### config.mk
export PLATFORM = sky130hd
export DESIGN_NAME = iterative_integer_alu
export DESIGN_NICKNAME = d
export VERILOG_FILES = /design/src/iia_pkg.sv /design/src/iia_seq.sv /design/src/iia_datapath.sv /design/src/iterative_integer_alu.sv
export SDC_FILE = /design/constraint.sdc
export NUM_CORES = 1
export LEC_CHECK = 0
export BUFFER_PORTS_ARGS = -buffer_cell sky130_fd_sc_hd__clkbuf_2
export CAP_MARGIN = 15
export CORE_ASPECT_RATIO = 1.1
export CORE_UTILIZATION = 45
export CTS_CLUSTER_SIZE = 24
export DETAILED_ROUTE_END_ITERATION = 7
export SLEW_MARGIN = 20
export SYNTH_ARGS = -nofsm -noshare
export SYNTH_HDL_FRONTEND = slang
export SYNTH_SLANG_ARGS = --single-unit
### constraint.sdc
create_clock -name clk -period 8.35 [get_ports clk]
set_input_delay 1.67 -clock clk [delete_from_list [all_inputs] [get_ports clk]]
set_output_delay 1.67 -clock clk [all_outputs]
set_load 0.02 [all_outputs]
### src/iia_pkg.sv
// Package for the iterative integer ALU.
// Holds opcodes, transaction structs and the sequencer-to-datapath control struct.
// No dependencies.
package iia_pkg;

    localparam int OPCODE_W  = 3;
    localparam int OPERAND_W = 31;
    localparam int RESULT_W  = 32;

    typedef logic [OPCODE_W-1:0] opcode_t;

    localparam opcode_t OP_ADD = 3'd0;
    localparam opcode_t OP_SUB = 3'd1;
    localparam opcode_t OP_MUL = 3'd2;
    localparam opcode_t OP_DIV = 3'd3;
    localparam opcode_t OP_REM = 3'd4;

    typedef struct packed {
        opcode_t                opcode;
        logic [OPERAND_W-1:0]   operand_a;
        logic [OPERAND_W-1:0]   operand_b;
    } cmd_t;

    typedef struct packed {
        logic signed [RESULT_W-1:0] result_value;
        logic                       result_zero;
        logic                       divide_by_zero;
    } rsp_t;

    typedef struct packed {
        logic load;
        logic step;
        logic finish;
    } ctrl_t;

endpackage

### src/iia_seq.sv
// Sequencer of the iterative integer ALU: handshake, step counter, done strobe.
// Depends on iia_pkg.
module iia_seq #(
    parameter int DATA_WIDTH = 32
) (
    input  logic              clk,
    input  logic              rst_n,
    input  logic              start,
    input  iia_pkg::opcode_t  opcode,
    output logic              busy,
    output logic              done,
    output iia_pkg::ctrl_t    ctrl
);

    localparam int CNT_W = $clog2(DATA_WIDTH);

    typedef enum logic [2:0] {
        S_IDLE = 3'b001,
        S_RUN  = 3'b010,
        S_DONE = 3'b100
    } state_t;

    state_t             state_reg, state_next;
    logic [CNT_W-1:0]   cnt_reg, cnt_next;
    logic               done_reg, done_next;
    logic               is_iter;

    assign is_iter = (opcode == iia_pkg::OP_MUL) || (opcode == iia_pkg::OP_DIV)
                     || (opcode == iia_pkg::OP_REM);

    always_comb
    begin
        state_next  = state_reg;
        cnt_next    = cnt_reg;
        done_next   = 1'b0;
        ctrl        = '0;
        unique case (state_reg)
            S_IDLE:
            begin
                if (start)
                begin
                    ctrl.load  = 1'b1;
                    cnt_next   = CNT_W'(DATA_WIDTH - 1);
                    state_next = is_iter ? S_RUN : S_DONE;
                end
            end
            S_RUN:
            begin
                ctrl.step = 1'b1;
                cnt_next  = cnt_reg - 1'b1;
                if (cnt_reg == '0)
                    state_next = S_DONE;
            end
            S_DONE:
            begin
                ctrl.finish = 1'b1;
                done_next   = 1'b1;
                state_next  = S_IDLE;
            end
            default:
            begin
                state_next = S_IDLE;
            end
        endcase
    end

    always_ff @(posedge clk or negedge rst_n)
    begin
        if (!rst_n)
        begin
            state_reg <= S_IDLE;
            cnt_reg   <= '0;
            done_reg  <= 1'b0;
        end
        else
        begin
            state_reg <= state_next;
            cnt_reg   <= cnt_next;
            done_reg  <= done_next;
        end
    end

    assign busy = (state_reg != S_IDLE);
    assign done = done_reg;

endmodule

### src/iia_datapath.sv
// Datapath of the iterative integer ALU: operand registers and one shared adder/subtractor
// used for add, subtract, shift-add multiply and restoring divide. Depends on iia_pkg.
module iia_datapath #(
    parameter int DATA_WIDTH = 32
) (
    input  logic            clk,
    input  iia_pkg::cmd_t   cmd,
    input  iia_pkg::ctrl_t  ctrl,
    output iia_pkg::rsp_t   rsp
);

    localparam int W = DATA_WIDTH;

    iia_pkg::opcode_t   op_reg, op_next;
    logic [W-1:0]       x_reg, x_next;
    logic [W-1:0]       y_reg, y_next;
    logic [W-1:0]       acc_reg, acc_next;
    iia_pkg::rsp_t      rsp_reg, rsp_next;

    logic [W-1:0]       a_ld, b_ld;
    logic [W:0]         add_a, add_b;
    logic               add_inv;
    logic [W+1:0]       sum;
    logic               ge;
    logic [W-1:0]       res;
    logic               dz;

    always_comb
    begin
        a_ld = '0;
        b_ld = '0;
        for (int i = 0; i < W; i++)
        begin
            if (i < iia_pkg::OPERAND_W)
            begin
                a_ld[i] = cmd.operand_a[i];
                b_ld[i] = cmd.operand_b[i];
            end
        end
    end

    // shared adder: W+2 bits so the sign bit gives the divide compare
    always_comb
    begin
        add_a   = {1'b0, x_reg};
        add_b   = {1'b0, y_reg};
        add_inv = (op_reg == iia_pkg::OP_SUB);
        if (ctrl.step)
        begin
            if (op_reg == iia_pkg::OP_MUL)
            begin
                add_a   = {1'b0, acc_reg};
                add_b   = {1'b0, x_reg};
                add_inv = 1'b0;
            end
            else
            begin
                add_a   = {acc_reg, x_reg[W-1]};
                add_b   = {1'b0, y_reg};
                add_inv = 1'b1;
            end
        end
    end

    assign sum = {1'b0, add_a} + (add_inv ? ~{1'b0, add_b} : {1'b0, add_b})
                 + (W+2)'(add_inv);
    assign ge  = ~sum[W+1];

    always_comb
    begin
        res = '0;
        dz  = 1'b0;
        unique case (op_reg)
            iia_pkg::OP_ADD,
            iia_pkg::OP_SUB: res = sum[W-1:0];
            iia_pkg::OP_MUL: res = acc_reg;
            iia_pkg::OP_DIV:
            begin
                dz  = (y_reg == '0);
                res = dz ? '0 : x_reg;
            end
            iia_pkg::OP_REM:
            begin
                dz  = (y_reg == '0);
                res = dz ? '0 : acc_reg;
            end
            default: res = '0;
        endcase
    end

    always_comb
    begin
        op_next  = op_reg;
        x_next   = x_reg;
        y_next   = y_reg;
        acc_next = acc_reg;
        rsp_next = rsp_reg;
        if (ctrl.load)
        begin
            op_next  = cmd.opcode;
            x_next   = a_ld;
            y_next   = b_ld;
            acc_next = '0;
        end
        else if (ctrl.step)
        begin
            if (op_reg == iia_pkg::OP_MUL)
            begin
                acc_next = y_reg[0] ? sum[W-1:0] : acc_reg;
                x_next   = {x_reg[W-2:0], 1'b0};
                y_next   = {1'b0, y_reg[W-1:1]};
            end
            else
            begin
                acc_next = ge ? sum[W-1:0] : add_a[W-1:0];
                x_next   = {x_reg[W-2:0], ge};
            end
        end
        else if (ctrl.finish)
        begin
            for (int i = 0; i < iia_pkg::RESULT_W; i++)
                rsp_next.result_value[i] = (i < W) ? res[i] : res[W-1];
            rsp_next.result_zero    = (res == '0);
            rsp_next.divide_by_zero = dz;
        end
    end

    always_ff @(posedge clk)
    begin
        op_reg  <= op_next;
        x_reg   <= x_next;
        y_reg   <= y_next;
        acc_reg <= acc_next;
        rsp_reg <= rsp_next;
    end

    assign rsp = rsp_reg;

endmodule

### src/iterative_integer_alu.sv
// Iterative integer ALU: add, subtract, multiply, divide, remainder on one shared adder.
// Multiply, divide and remainder go through load, one shift-add or shift-subtract step per bit
// and finish; add, subtract and the other opcodes go from load straight to finish.
// A new transaction is taken only while idle; busy is high while working.
// The done strobe lasts one cycle and cannot be stalled. Reset clears the sequencer only.
module iterative_integer_alu #(
    parameter int DATA_WIDTH = 32
) (
    input  logic            clk,
    input  logic            rst_n,
    input  logic            start,
    output logic            busy,
    input  iia_pkg::cmd_t   cmd,
    output logic            done,
    output iia_pkg::rsp_t   rsp
);

    iia_pkg::ctrl_t ctrl;

    iia_seq #(
        .DATA_WIDTH (DATA_WIDTH)
    ) u_seq (
        .clk    (clk),
        .rst_n  (rst_n),
        .start  (start),
        .opcode (cmd.opcode),
        .busy   (busy),
        .done   (done),
        .ctrl   (ctrl)
    );

    iia_datapath #(
        .DATA_WIDTH (DATA_WIDTH)
    ) u_datapath (
        .clk  (clk),
        .cmd  (cmd),
        .ctrl (ctrl),
        .rsp  (rsp)
    );

endmodule

* Yosys cells after proc, flatten, opt, wreduce, memory -nomap -nowiden
Index checks and enable logic that the tools add are counted.
** Word-level totals
- Register bits after elaboration :: 141
- Word-level logic and storage cells :: 77
- Output and inout port bits :: 36
- Input bits :: 68
** Operators by class
- Equal/unequal tests :: 14
- Bitwise operators :: 4
- Mux-type cells :: 29
- Reduce and logical (&&, ||, !) cells :: 16
- Add/sub/neg operators :: 3
** Operator list (count)
- 2-to-1 mux 32 bit :: 6
- 2-to-1 mux 31 bit :: 5
- one-hot mux 32 bit (4 select lines) :: 1
- 2-to-1 mux 33 bit :: 3
- zero test 32 bit :: 2
- adder 33 x 34 -> 34 bit :: 1
- adder 34 x 1 -> 34 bit :: 1
- 2-to-1 mux 34 bit :: 1
- NOT 33 -> 34 bit :: 1
- == test 3 x 2 -> 1 bit, second input constant :: 5
- one-hot mux 5 bit (2 select lines) :: 1
- == test 3 bit, second input constant :: 3
- 2-to-1 mux 3 bit :: 3
- AND reduction 2 bit :: 4
- 2-to-1 mux 1 bit :: 7
- == test 3 x 1 -> 1 bit, second input constant :: 2
- one-hot mux 3 bit (2 select lines) :: 1
- nonzero test 2 bit :: 3
- zero test 5 bit :: 1
- 2-to-1 mux 5 bit :: 1
- subtractor 5 x 1 -> 5 bit, second input constant :: 1
- != test 2 x 1 -> 1 bit, second input constant :: 2
- OR reduction 2 bit :: 2
- zero test 3 bit :: 1
- other kinds (5) :: 8

* Logic depth before layout (Yosys ltp)
Gate-level depths: netlist of run 1.
- Depth in word-level cells :: 11
- Gate-level depth with buffers :: 21
- Mapped depth without buffers :: 15

* Hierarchy
A second synthesis of run 1 with hierarchy kept.
** Second synthesis, totals
- Cells, all modules :: 1103
- Area total of the unflattened synthesis :: 9834.4 um2
** Modules (own cells, without submodules)
- iia_datapath :: cells an instance 1061, sequential area each 3633.5 um2, times used 1, area each 9402.8 um2
- iia_seq :: cells an instance 42, sequential area each 226.5 um2, times used 1, area each 431.7 um2

* Worst setup path before layout of run 1
No wires, ideal clock.
- Path type :: register to register
- Start point :: register u_datapath.op_reg[2]
- End point :: register u_datapath.rsp_reg, in the netlist u_datapath.rsp[1] (data pin)
- Slack :: 3.408 ns
- Stages on the path, launching flop included :: 19
- Data required time :: 8.098 ns
- Arrival time :: 4.689 ns
- Setup time :: 0.252 ns
- Period minus slack after synthesis :: 4.942 ns
- Path buffers :: 3
- Cell sequence :: edfxtp_1 buf_6 nor2_1 a21o_1 buf_1 clkbuf_1 xnor2_1 a21oi_1 fa_1 a211o_1 a211oi_1 o21a_1 o21bai_1 a31o_2 or4b_2 nand3_1 a21oi_1 nand4b_1 nor2_1
** On the way
- Word-level cells in the longest chain between the ends :: 9
- Elaborated cells between the ends (all ways) :: 18
- Those cells by class :: add/sub: 2; eq/ne: 4; mux: 8; bitwise: 1; reduce/logical: 3
** RTL lines
- from (decl) :: line iia_datapath.sv:14 : iia_pkg::opcode_t op_reg, op_next;
- from (signal assigned) :: line iia_datapath.sv:130 : op_reg <= op_next;
- == test 3 x 2 -> 1 bit :: line iia_datapath.sv:50, iia_datapath.sv:73
- 2-to-1 mux 32 bit :: line iia_datapath.sv:50 : if (op_reg == iia_pkg::OP_MUL)
- 2-to-1 mux 33 bit :: line iia_datapath.sv:48 : if (ctrl.step)
- NOT 33 -> 34 bit :: line iia_datapath.sv:65 : assign sum = {1'b0, add_a} + (add_inv ? ~{1'b0, add_b} : {1'b0, add_b})
- 2-to-1 mux 34 bit :: line iia_datapath.sv:65
- adder 33 x 34 -> 34 bit :: line iia_datapath.sv:65
- adder 34 x 1 -> 34 bit :: line iia_datapath.sv:66 : + (W+2)'(add_inv);
- one-hot mux 32 bit (4 select lines) (*) :: line iia_datapath.sv:73 : unique case (op_reg)
- zero test 32 bit (*) :: line iia_datapath.sv:123 : rsp_next.result_zero = (res == '0);
- to (signal assigned) :: line iia_datapath.sv:134 : rsp_reg <= rsp_next;
- to (decl) :: line iia_datapath.sv:18 : iia_pkg::rsp_t rsp_reg, rsp_next;
Mark *: on every way between the ends. The rest lies on a longest branch, timed or not.
A chain may end at the register's enable or synchronous reset.

* Worst setup path after layout of run 1
- Start point :: register u_datapath.op_reg[2]
- End point :: register u_datapath.acc_reg[11]
** On the way
- Word-level cells in the longest chain between the ends :: 9
- Elaborated cells between the ends (all ways) :: 17
- Those cells by class :: add/sub: 2; eq/ne: 3; mux: 10; bitwise: 1; reduce/logical: 1
** RTL lines
- == test 3 x 2 -> 1 bit :: line iia_datapath.sv:50, iia_datapath.sv:107
- 2-to-1 mux 32 bit :: line iia_datapath.sv:50
- 2-to-1 mux 33 bit :: line iia_datapath.sv:48
- NOT 33 -> 34 bit :: line iia_datapath.sv:65
- 2-to-1 mux 34 bit :: line iia_datapath.sv:65
- adder 33 x 34 -> 34 bit :: line iia_datapath.sv:65
- adder 34 x 1 -> 34 bit :: line iia_datapath.sv:66
- 2-to-1 mux 32 bit (on tied branches) :: line iia_datapath.sv:115, iia_datapath.sv:109
- 2-to-1 mux 32 bit :: line iia_datapath.sv:107 : if (op_reg == iia_pkg::OP_MUL)
- to (signal assigned) :: line iia_datapath.sv:133 : acc_reg <= acc_next;
- to (decl) :: line iia_datapath.sv:17 : logic [W-1:0] acc_reg, acc_next;
Parallel ways exist; a longest one is shown, timed or not. The select of a mux whose other input is x is not followed.

==> impl_metrics.csv, run 1 <==
group,metric,value,unit
outcome,status,"finished, final reports clean",
worst_setup_path,timing.critical_path.arrival,6.16,ns
logic_synthesis,count_of_distinct_cell_types_in_the_synthesized_netlist,83,
worst_setup_path,reg2reg_depth,15,
clock_tree,cts_sinks,141,
cells_and_area,share_of_final_layout_standard_cells_stronger_than_drive_strength_1,14.5,%
routing,post_drt_wl_per_cell,19.7,um
logic_synthesis,cells_after_synthesis,1221,
logic_synthesis,post_synthesis_sequential_element_count,141,
worst_setup_path,path_buf_inv,3,
cells_and_area,layout_commonest_cell,"nand2_1",
timing,hold_viol_final,0,
min_path,worstHoldPathType,"flip-flop to flip-flop",
timing,min_period,5.87,ns
power_and_ir_drop,p_int,2.17,mW
timing,setup-tns-final,0,ns
cells_and_area,most-common-layout-cells,"nand2_1, a21oi_1, clkbuf_2, edfxtp_1, nor2_1",
timing,fmax,0.170,GHz
worst_setup_path,path_delay_family,"compound AO/OA/AOI/OAI gates",
power_and_ir_drop,pwr-share-comb,52.6,%
floorplan,initial_utilization,45.7,%
worst_setup_path,crit_path_cell_trace,"nor2_2 -> buf_4 -> a21o_1 -> buf_4 -> xnor2_1 -> a21oi_1 -> ha_1 -> nand4_1 -> or3_1 -> o211a_4 -> o21a_4 -> o311ai_4 -> buf_4 -> mux2i_1 -> a21oi_1",
logic_synthesis,syn-num-nets,1324,
logic_synthesis,synth_edf_count,99,
logic_synthesis,post_synth_instance_area,0.0101,sq mm
global_routing,largest_net_degree_at_the_start_of_global_routing,72,
logic_synthesis,synth_area_per_cell,8.25,sq um
routing,avgViaCountPerCell,5.89,
cells_and_area,antenna_cells_inserted,0,
routing,drt-pass1-iter-count,5,
worst_setup_path,timing.reg2reg.setup_slack,2.48,ns
global_routing,busiest_layer,"met1",
clock_tree,postCtsResizedCells,0,
worst_setup_path,critical_path_top_delay_cell,"a21o_1",
power_and_ir_drop,worst_ir_drop_vdd,182,uV
power_and_ir_drop,power.leakage,4.68,nW
worst_setup_path,crit_path_max_fanout,27,
clock_tree,hold_buffer_count_at_cts,0,
global_routing,grt_remaining_overflow,0,
timing,clock-skew-final,0.00999,ns
global_routing,wire_length_of_the_first_global_routing_pass,48900,um
routing,detailroute.via_count,9320,
clock_tree,clk_pin_slew,0.07,ns
cells_and_area,finish.net_count,1377,
cells_and_area,largest_register_ffs,34,
worst_setup_path,worstSetupStartpointType,"flip-flop",
timing,worst_slew_pin_slew,0.981,ns
flow_run,drv.max_cap_violation_count,0,
clock_tree,tritoncts.num_buffers,17,
routing,antenna_left,0,
clock_tree,cts_max_level,4,
worst_setup_path,critical_path_depth,15,
logic_synthesis,netlist.top_cell.by_area,"edfxtp_1",
timing,rsz0062_at_grt,"no",
global_routing,met3_usage,4.28,%
logic_synthesis,area_share_of_the_largest_cell_type_after_synthesis,29.5,%
logic_synthesis,synth_async_sr_flop_share,6.38,%
cells_and_area,final_core_util,51.4,%
timing,final_setup_violation_count,0,
clock_tree,root_buffer,"clkbuf_16",
cells_and_area,fill_cells,2154,
worst_setup_path,timing.rr.end,"u_datapath.acc_reg[11]",
timing,finalCritPeriodShare,70.3,%
logic_synthesis,synth_sequential_area_ratio,38.3,%
power_and_ir_drop,p_sw_share,45.6,%
worst_setup_path,critical_path.max_stage_delay,0.83,ns
timing,slew_viol_final,0,
global_routing,routing_usage_on_met1,43.0,%
cells_and_area,syn_to_final_growth,12.4,%
worst_setup_path,cpMostUsedCell,"buf_4",
clock_tree,clk-insertion-delay-late,0.43,ns
placed_design,place_congestion,0.925,
clock_tree,ctsLongestPathBuffers,2,
clock_tree,tritoncts,"built",
floorplan,floorplan.rows,57,
logic_synthesis,ys_dominant_reg_cell,"edfxtp_1",
worst_setup_path,setup.worst_path.end,"u_datapath.acc_reg[11]",
global_routing,grt_pass1_vias,8703,
placed_design,place_hpwl,22000,um
timing,maxSlewHeadroom,34.6,%
routing,detailedRoute.firstIterationViolations,973,
global_routing,antenna_violations_before_repair,0,
worst_setup_path,timing.setup.critical_path_class,"flip-flop to flip-flop",
power_and_ir_drop,power_density,352,mW/mm^2
routing,wirelength,31200,um
placed_design,portBuffers,103,
routing,drc,0,
global_routing,met2_usage,39.5,%
power_and_ir_drop,switching_power_summed_over_all_nets,1.81,mW
worst_setup_path,worst_r2r_startpoint,"u_datapath.op_reg[2]",
logic_synthesis,yosys_warnings,0,
floorplan,ioPinCount,104,
floorplan,fp.coreArea,0.0220,sq mm
worst_setup_path,cp-startpoint,"u_datapath.op_reg[2]",
floorplan,die_y_extent,159,um
floorplan,die_x,145,um
worst_setup_path,worst_setup_path_end_kind,"flip-flop",
floorplan,floorplan.die_area,0.0230,sq mm
logic_synthesis,netlist_top_cells_area,"edfxtp_1, nand2_1, dfxtp_1",
power_and_ir_drop,power_frac_seq,28.3,%
power_and_ir_drop,p_clk_share,19.1,%
worst_setup_path,critical_path_required,8.64,ns
global_routing,globalRouteTotalUtil,28.0,%
clock_tree,cts.repair_timing.setup_buffer_count,0,
final cells by class:
cell class | instances | area [sq um] | area share, %
Clock buffer | 19 | 454 | 4.01
Clock inverter | 13 | 115 | 1.02
Inverter | 27 | 101 | 0.896
Multi-Input combinational cell | 966 | 5770 | 51.0
Sequential cell | 141 | 3860 | 34.1
Tap cell | 295 | 369 | 3.26
Timing Repair Buffer | 121 | 651 | 5.75
tightest hold or removal path: stages (launching register included):
cell and delay [ns]:
dfxtp_1 0.35, nand3_1 0.08, nand2_1 0.05
cell usage after synthesis (12+ instances only):
master,number
a21oi_1,104
a22oi_1,13
a31oi_1,33
clkbuf_1,64
dfxtp_1,33
edfxtp_1,99
ha_1,34
inv_1,27
mux2i_1,29
nand2_1,291
nand3_1,18
nand4_1,15
nor2_1,89
nor3_1,12
nor4_1,12
o21a_1,18
o21ai_0,73
xnor2_1,45
per-stage QoR:
step	power (mW)	hold slack, ns	worst slack (ns)	area (sq um)	std cells
after global routing	4.25	0.525	2.11	11300	1582
final	3.98	0.513	2.48	11300	1582
after CTS	3.95	0.505	2.52	11300	1582
after detailed placement	3.18	0.496	2.55	10700	1550
after global placement	3.17	0.503	2.68	10700	1550
after floorplan	2.65	0.461	3.41	10100	1221
kinds of logic after synthesis:
group,Yosys count,synth area share [%]
DFF,141,38.3
and+or+nand+nor,506,22.4
buffers and inverters,114,4.84
AOI/OAI and AO/OA,338,21.9
muxes,32,3.22
xor gates and xnor gates,55,4.86
adders and majority gates,35,4.42
power groups by stage:
stage               clock network [mW]  registers (mW)  logic, mW
floorplan                            0            1.07       1.58
global placement                     0            1.13       2.04
detailed placement                   0            1.13       2.04
CTS                              0.768            1.12       2.06
global route                     0.796            1.14       2.31
finish                           0.759            1.13       2.10
metal layers:
layer,wire [um],share of wire (%)
met1,15100,49
met5,0,0
met3,2230,7.1
met2,13200,43
met4,552,1.8
how the worst min path moves through the flow:
stage	start	to	slack, ns	cells past startpoint
3_3_place_gp	u_datapath.acc_reg[17]	u_datapath.acc_reg[17]	0.50	2
5_1_grt	u_datapath.acc_reg[17]	u_datapath.acc_reg[17]	0.53	2
6_report	u_datapath.acc_reg[17]	u_datapath.acc_reg[17]	0.51	2
3_5_place_dp	u_datapath.acc_reg[17]	u_datapath.acc_reg[17]	0.50	2
4_1_cts	u_datapath.acc_reg[17]	u_datapath.acc_reg[17]	0.51	2
2_1_floorplan	u_datapath.acc_reg[17]	u_datapath.acc_reg[17]	0.46	2
Power figures use the tool's default switching activity.
==> run 2, diff against run 1 <==
- ABC_AREA: not set -> 1
- PLACE_DENSITY: not set -> 0.66
- clock period: 8.35 -> 4.9 ns (I/O delays scaled with it)
==> run 2 against run 1 <==
Global-route usage increased by 1.3 points. First-iteration DRC count increased by 17%. Sequential share of layout area decreased by 1.2 points. Area after synthesis increased by 2.4%. Largest power group unchanged.
==> impl_metrics.csv, run 2 <==
group,metric,value,unit
cells_and_area,final-instance-count-excl-fill,1841,
global_routing,globalRouteTotalUtil,29.3,%
timing,final_setup_violation_count,0,
flow_run,drv.max_cap_violation_count,0,
min_path,worstHoldPathType,"input pin to asynchronous set/reset pin",
clock_tree,cts_max_level,4,
power_and_ir_drop,power.leakage,5.33,nW
logic_synthesis,netlist.top_cell.by_area,"edfxtp_1",
routing,avgViaCountPerCell,5.58,
floorplan,floorplan.die_area,0.0235,sq mm
clock_tree,root_buffer,"clkbuf_16",
floorplan,ioPinCount,104,
timing,fmax,0.223,GHz
clock_tree,tritoncts.num_buffers,17,
logic_synthesis,count_of_distinct_cell_types_in_the_synthesized_netlist,46,
logic_synthesis,post_synthesis_sequential_element_count,141,
power_and_ir_drop,p_sw_share,50.3,%
cells_and_area,share_of_final_layout_standard_cells_stronger_than_drive_strength_1,12.1,%
worst_setup_path,timing.critical_path.arrival,4.79,ns
logic_synthesis,post_synth_instance_area,0.0103,sq mm
global_routing,grt_remaining_overflow,0,
timing,min_period,4.49,ns
power_and_ir_drop,power_frac_seq,24.9,%
placed_design,pre_cts_ws,0.173,ns
floorplan,fp.coreArea,0.0223,sq mm
timing,layout_setup_ws,0.408,ns
power_and_ir_drop,power_density,641,mW/mm^2
logic_synthesis,synth_top_cells_by_count,"nand2_1, inv_1, o21ai_0",
logic_synthesis,netlist_top_cells_area,"edfxtp_1, nand2_1, o21ai_0",
worst_setup_path,critical_path_required,5.20,ns
timing,slew_viol_final,0,
logic_synthesis,yosys_warnings,0,
global_routing,wire_length_of_the_first_global_routing_pass,52400,um
worst_setup_path,worstSetupStartpointType,"flip-flop",
logic_synthesis,synth_sequential_area_ratio,37.4,%
clock_tree,hold_buffer_count_at_cts,0,
worst_setup_path,timing.setup.critical_path_class,"flip-flop to flip-flop",
timing,hold_viol_final,0,
routing,antenna_left,0,
global_routing,grt_pass1_vias,9372,
cells_and_area,finish.net_count,1636,
routing,drt-pass1-iter-count,6,
clock_tree,clk_pin_slew,0.07,ns
cells_and_area,antenna_cells_inserted,0,
clock_tree,cts_sinks,141,
logic_synthesis,synth_async_sr_flop_share,6.38,%
placed_design,portBuffers,103,
cells_and_area,largest_register_ffs,34,
floorplan,floorplan.rows,57,
cells_and_area,most-common-layout-cells,"nand2_1, inv_1, o21ai_0, a21oi_1, clkbuf_2",
clock_tree,cts.repair_timing.setup_buffer_count,0,
timing,fin_worst_hold_slack,0.406,ns
placed_design,place_congestion,0.923,
timing,clock-skew-final,0.0145,ns
outcome,status,"finished, final reports clean",
global_routing,largest_net_degree_at_the_start_of_global_routing,156,
logic_synthesis,synth_area_per_cell,7.08,sq um
logic_synthesis,cells_after_synthesis,1456,
worst_setup_path,crit_path_max_fanout,35,
floorplan,die_y_extent,161,um
routing,drc,0,
clock_tree,tritoncts,"built",
clock_tree,ctsLongestPathBuffers,2,
timing,worst_slew_pin_slew,1.10,ns
logic_synthesis,syn-num-nets,1559,
timing,rsz0062_at_grt,"no",
global_routing,antenna_violations_before_repair,0,
timing,maxSlewHeadroom,26.6,%
timing,finalCritPeriodShare,91.7,%
worst_setup_path,worst_setup_path_end_kind,"flip-flop",
cells_and_area,layout_commonest_cell,"nand2_1",
power_and_ir_drop,pwr-share-comb,57.3,%
clock_tree,clk-insertion-delay-late,0.43,ns
logic_synthesis,yosysMostFrequentCell,"nand2_1",
floorplan,initial_utilization,46.4,%
power_and_ir_drop,worst_ir_drop_vdd,365,uV
timing,setup-tns-final,0,ns
power_and_ir_drop,switching_power_summed_over_all_nets,3.78,mW
logic_synthesis,ys_dominant_reg_cell,"edfxtp_1",
power_and_ir_drop,p_int,3.73,mW
routing,detailedRoute.firstIterationViolations,1139,
placed_design,place_hpwl,25700,um
routing,wirelength,34100,um
routing,post_drt_wl_per_cell,18.5,um
floorplan,die_x,146,um
power_and_ir_drop,p_clk_share,17.7,%
power_and_ir_drop,p_total,7.51,mW
cells_and_area,syn_to_final_growth,13.6,%
routing,detailroute.via_count,10300,
logic_synthesis,synth_edf_count,99,
placed_design,place.detailed.instances,1809,
logic_synthesis,area_share_of_the_largest_cell_type_after_synthesis,28.8,%
run 2: cell types whose count changed in the layout (fill, tap and decap cells not counted), moves of 29 or more:
cell     change
inv_1      +186
o21ai_0     +93
nand2_1     +76
nand3_1     +45
xnor2_1     -43
a31oi_1     -29
mux2i_1     -29
run 2: path summary, 6_finish.rpt:
path | from | endpoint | slack (ns) | cells past startpoint
worst max register to register | u_datapath.op_reg[2] | u_datapath.rsp[1] | 0.41 | 22
max in group asynchronous | rst_n | u_seq.state_reg[0] | 4.21 | 1
worst max-delay path | u_datapath.op_reg[2] | u_datapath.rsp[1] | 0.41 | 22
worst min register to register | u_datapath.acc_reg[28] | u_datapath.acc_reg[28] | 0.47 | 2
worst min-delay path | rst_n | u_seq.done | 0.41 | 1
min in group clk | u_datapath.acc_reg[28] | u_datapath.acc_reg[28] | 0.47 | 2
run 2: what timing repair did:
item	4_1_cts	5_1_grt
setup endpoints to repair	0	1
resized for setup	0	4
hold endpoints to repair	0	0
run 2: logic make-up after synthesis:
| family | Yosys count | share of synthesized area, % |
|---|---|---|
| XOR/XNOR | 35 | 3.04 |
| adder cells (fa/ha/maj) | 35 | 4.32 |
| buffers and inverters | 278 | 10.4 |
| flip-flops | 141 | 37.4 |
| AND/OR/NAND/NOR | 582 | 23.4 |
| AO/OA/AOI/OAI | 385 | 21.4 |
run 2: worst max-delay path: stages, from the launching register on:
cell and delay, ns:
edfxtp_1 0.41, inv_2 0.13, nand2_1 0.10, nor2_4 0.13, nand2_4 0.18, buf_4 0.29
o21ai_0 0.43, xor2_1 0.15, ha_1 0.38, nand2_1 0.11, nor2_1 0.15, inv_1 0.09
nor3_1 0.27, nand2_1 0.16, nand2_1 0.09, nand2_1 0.05, nand2_1 0.09, o21ai_0 0.23
nor3_2 0.38, nand4_1 0.18, nor3_1 0.17, nand3_1 0.10, nor2_1 0.09
run 2: power groups by stage:
stage / Combinational [mW] / Clock (mW) / Sequential, mW
6_report: 4.31 / 1.33 / 1.87
4_1_cts: 4.20 / 1.34 / 1.87
5_1_grt: 4.79 / 1.39 / 1.90
3_5_place_dp: 4.16 / 0 / 1.89
2_1_floorplan: 2.96 / 0 / 1.87
3_3_place_gp: 4.17 / 0 / 1.88
run 2: layer usage:
layer	up-vias	part of all wire [%]	track usage, %
li1	5018	-	-
met1	4686	47	44.4
met2	522	40	41.3
met3	52	9.3	4.86
met4	0	3.1	11.0
met5	-	0	0
run 2: final cells by class:
type / instances / area [sq um]
repair buffers: 120 / 684
clock inverters: 14 / 148
clock buffers: 18 / 439
multi-input cells: 1037 / 5400
well taps: 295 / 369
inverters: 216 / 813
fillers: 2263 / 10500
flip-flops and latches: 141 / 3860
run 2: stage by stage:
step / instance area, sq um / util (%)
2_1_floorplan: 10300 / -
3_3_place_gp: 11100 / 49.9
3_5_place_dp: 11100 / 49.9
4_1_cts: 11700 / 52.6
5_1_grt: 11700 / 52.7
6_report: 11700 / 52.7
==> run 3, diff against run 2 <==
- ABC_AREA: 1 -> not set
==> run 3 against run 2 <==
Sequential share of layout area increased by 0.13 points. Global-route usage decreased by 1.7 points. Die area decreased by 2.3%. Sequential cell count unchanged. Fmax decreased by 3.7%. Clock power decreased by 3%. Final cell count decreased by 12%. Utilization increased by 0.31 points. Sequential power increased by 2%. First-iteration DRC count decreased by 9.8%. Routed wire length decreased by 8.8%. Clock skew decreased by 0.0026 ns.
==> impl_metrics.csv, run 3 (synthesis results as in run 1) <==
group,metric,value,unit
worst_setup_path,worst_setup_path_end_kind,"flip-flop",
timing,worst_slew_pin_slew,1.02,ns
global_routing,largest_net_degree_at_the_start_of_global_routing,98,
cells_and_area,finish.net_count,1412,
clock_tree,root_buffer,"clkbuf_16",
routing,drt-pass1-iter-count,8,
cells_and_area,syn_to_final_growth,15.9,%
floorplan,die_y_extent,159,um
timing,slew_viol_final,0,
flow_run,drv.max_cap_violation_count,0,
floorplan,initial_utilization,45.7,%
clock_tree,tritoncts,"built",
cells_and_area,antenna_cells_inserted,0,
outcome,status,"finished, final reports clean",
timing,fin_worst_hold_slack,0.394,ns
power_and_ir_drop,power.leakage,4.87,nW
cells_and_area,share_of_final_layout_standard_cells_stronger_than_drive_strength_1,17.3,%
global_routing,grt_remaining_overflow,0,
worst_setup_path,critical_path.max_stage_delay,0.63,ns
global_routing,globalRouteTotalUtil,27.6,%
worst_setup_path,crit_path_cell_trace,"or3b_4 -> a22oi_4 -> o221ai_4 -> fa_1 -> a211o_1 -> a211oi_1 -> o21a_1 -> o21bai_1 -> a31o_2 -> or4b_2 -> nand3_1 -> a21oi_1 -> nand4b_1 -> nor2_1",
worst_setup_path,critical_path_top_delay_cell,"or4b_2",
routing,drc,0,
floorplan,fp.coreArea,0.0220,sq mm
floorplan,floorplan.die_area,0.0230,sq mm
cells_and_area,layout_commonest_cell,"nand2_1",
global_routing,antenna_violations_before_repair,0,
clock_tree,clk-insertion-delay-late,0.43,ns
worst_setup_path,crit_path_max_fanout,12,
worst_setup_path,timing.setup.critical_path_class,"flip-flop to flip-flop",
min_path,worstHoldPathType,"input pin to asynchronous set/reset pin",
clock_tree,cts_sinks,141,
timing,maxSlewHeadroom,32.1,%
global_routing,grt_pass1_vias,8756,
routing,detailroute.via_count,9527,
worst_setup_path,path_delay_family,"compound AO/OA/AOI/OAI gates",
cells_and_area,most-common-layout-cells,"nand2_1, clkbuf_2, a21oi_1, edfxtp_1, nor2_1",
clock_tree,cts_max_level,4,
timing,clock-skew-final,0.0119,ns
cells_and_area,fill_cells,2099,
worst_setup_path,worstSetupStartpointType,"flip-flop",
global_routing,wire_length_of_the_first_global_routing_pass,48200,um
floorplan,ioPinCount,104,
worst_setup_path,timing.critical_path.arrival,4.85,ns
timing,fmax,0.214,GHz
timing,final_setup_violation_count,0,
clock_tree,clk_pin_slew,0.07,ns
placed_design,place.detailed.instances,1582,
routing,detailedRoute.firstIterationViolations,1027,
floorplan,die_x,145,um
worst_setup_path,path_buf_inv,0,
cells_and_area,largest_register_ffs,34,
clock_tree,ctsLongestPathBuffers,2,
power_and_ir_drop,worst_ir_drop_vdd,309,uV
worst_setup_path,timing.reg2reg.setup_slack,0.23,ns
clock_tree,tritoncts.num_buffers,17,
timing,rsz0062_at_grt,"no",
worst_setup_path,critical_path_required,5.09,ns
floorplan,floorplan.rows,57,
cells_and_area,final-instance-count-excl-fill,1617,
placed_design,portBuffers,103,
timing,setup-tns-final,0,ns
timing,min_period,4.67,ns
routing,avgViaCountPerCell,5.89,
placed_design,place_congestion,0.914,
clock_tree,hold_buffer_count_at_cts,0,
routing,wirelength,31100,um
timing,hold_viol_final,0,
placed_design,place_hpwl,22500,um
timing,finalCritPeriodShare,95.2,%
routing,antenna_left,0,
routing,post_drt_wl_per_cell,19.2,um
power_and_ir_drop,power_density,605,mW/mm^2
==> run 3: cell types whose count changed in the layout (fill, tap and decap cells not counted), moves of 16 or more <==
cell / previous run / this run
o21a_1: 2 / 18
inv_1: 212 / 26
xor2_1: 32 / 8
o21ai_0: 166 / 72
a31oi_1: 4 / 32
buf_4: 13 / 48
o22ai_1: 27 / 1
mux2i_1: 0 / 29
nand2_1: 366 / 290
xnor2_1: 2 / 45
nand3_1: 63 / 18
==> run 3: where the power goes <==
part	internal [mW]	switching, mW	leakage (nW)
sequential	1.62	0.288	1.29
combinational	1.55	2.30	3.29
clock	0.712	0.582	0.287
total	3.89	3.17	4.87
==> run 3: worst paths after layout <==
kind                            cells past startpoint                     end                   start
worst min-delay path                                1              u_seq.done                   rst_n
worst max-delay path                               14       u_datapath.rsp[1]    u_datapath.op_reg[2]
worst max register to register                     14       u_datapath.rsp[1]    u_datapath.op_reg[2]
min in group clk                                    2  u_datapath.acc_reg[17]  u_datapath.acc_reg[17]
max in group asynchronous                           1      u_seq.state_reg[0]                   rst_n
worst min register to register                      2  u_datapath.acc_reg[17]  u_datapath.acc_reg[17]
==> run 3: per-stage QoR <==
| step | worst slack [ns] | power (mW) | cell area [sq um] | util [%] |
|---|---|---|---|---|
| after global routing | 0.0448 | 7.52 | 11700 | 53.0 |
| after CTS | 0.0533 | 6.95 | 11600 | 52.7 |
| after detailed placement | 0.0853 | 5.64 | 11000 | 50.0 |
| after global placement | 0.122 | 5.64 | 11000 | 50.0 |
| final | 0.235 | 7.06 | 11700 | 53.0 |
| after floorplan | 0.119 | 4.52 | 10100 | - |
==> run 3: final cells by class <==
| type | instances | area [sq um] | area share [%] |
|---|---|---|---|
| Clock buffer | 19 | 464 | 3.98 |
| Clock inverter | 13 | 119 | 1.02 |
| Inverter | 27 | 101 | 0.868 |
| Multi-Input combinational cell | 967 | 5810 | 49.8 |
| Sequential cell | 141 | 3860 | 33.1 |
| Tap cell | 295 | 369 | 3.16 |
| Timing Repair Buffer | 155 | 947 | 8.12 |
==> run 3: timing repair <==
action / in CTS / in global routing
resized for setup: 0 / 9
buffers inserted: 0 / 2
endpoints found under the setup margin: 0 / 30
==> run 3: per-layer routing <==
| metal | wire [um] | track usage (%) | up-vias | part of all wire (%) |
|---|---|---|---|---|
| met4 | 588 | 8.23 | 0 | 1.9 |
| li1 | - | - | 4583 | - |
| met2 | 13500 | 39.9 | 456 | 43 |
| met1 | 14300 | 41.3 | 4445 | 46 |
| met3 | 2710 | 5.46 | 43 | 8.7 |
| met5 | 0 | 0 | - | 0 |
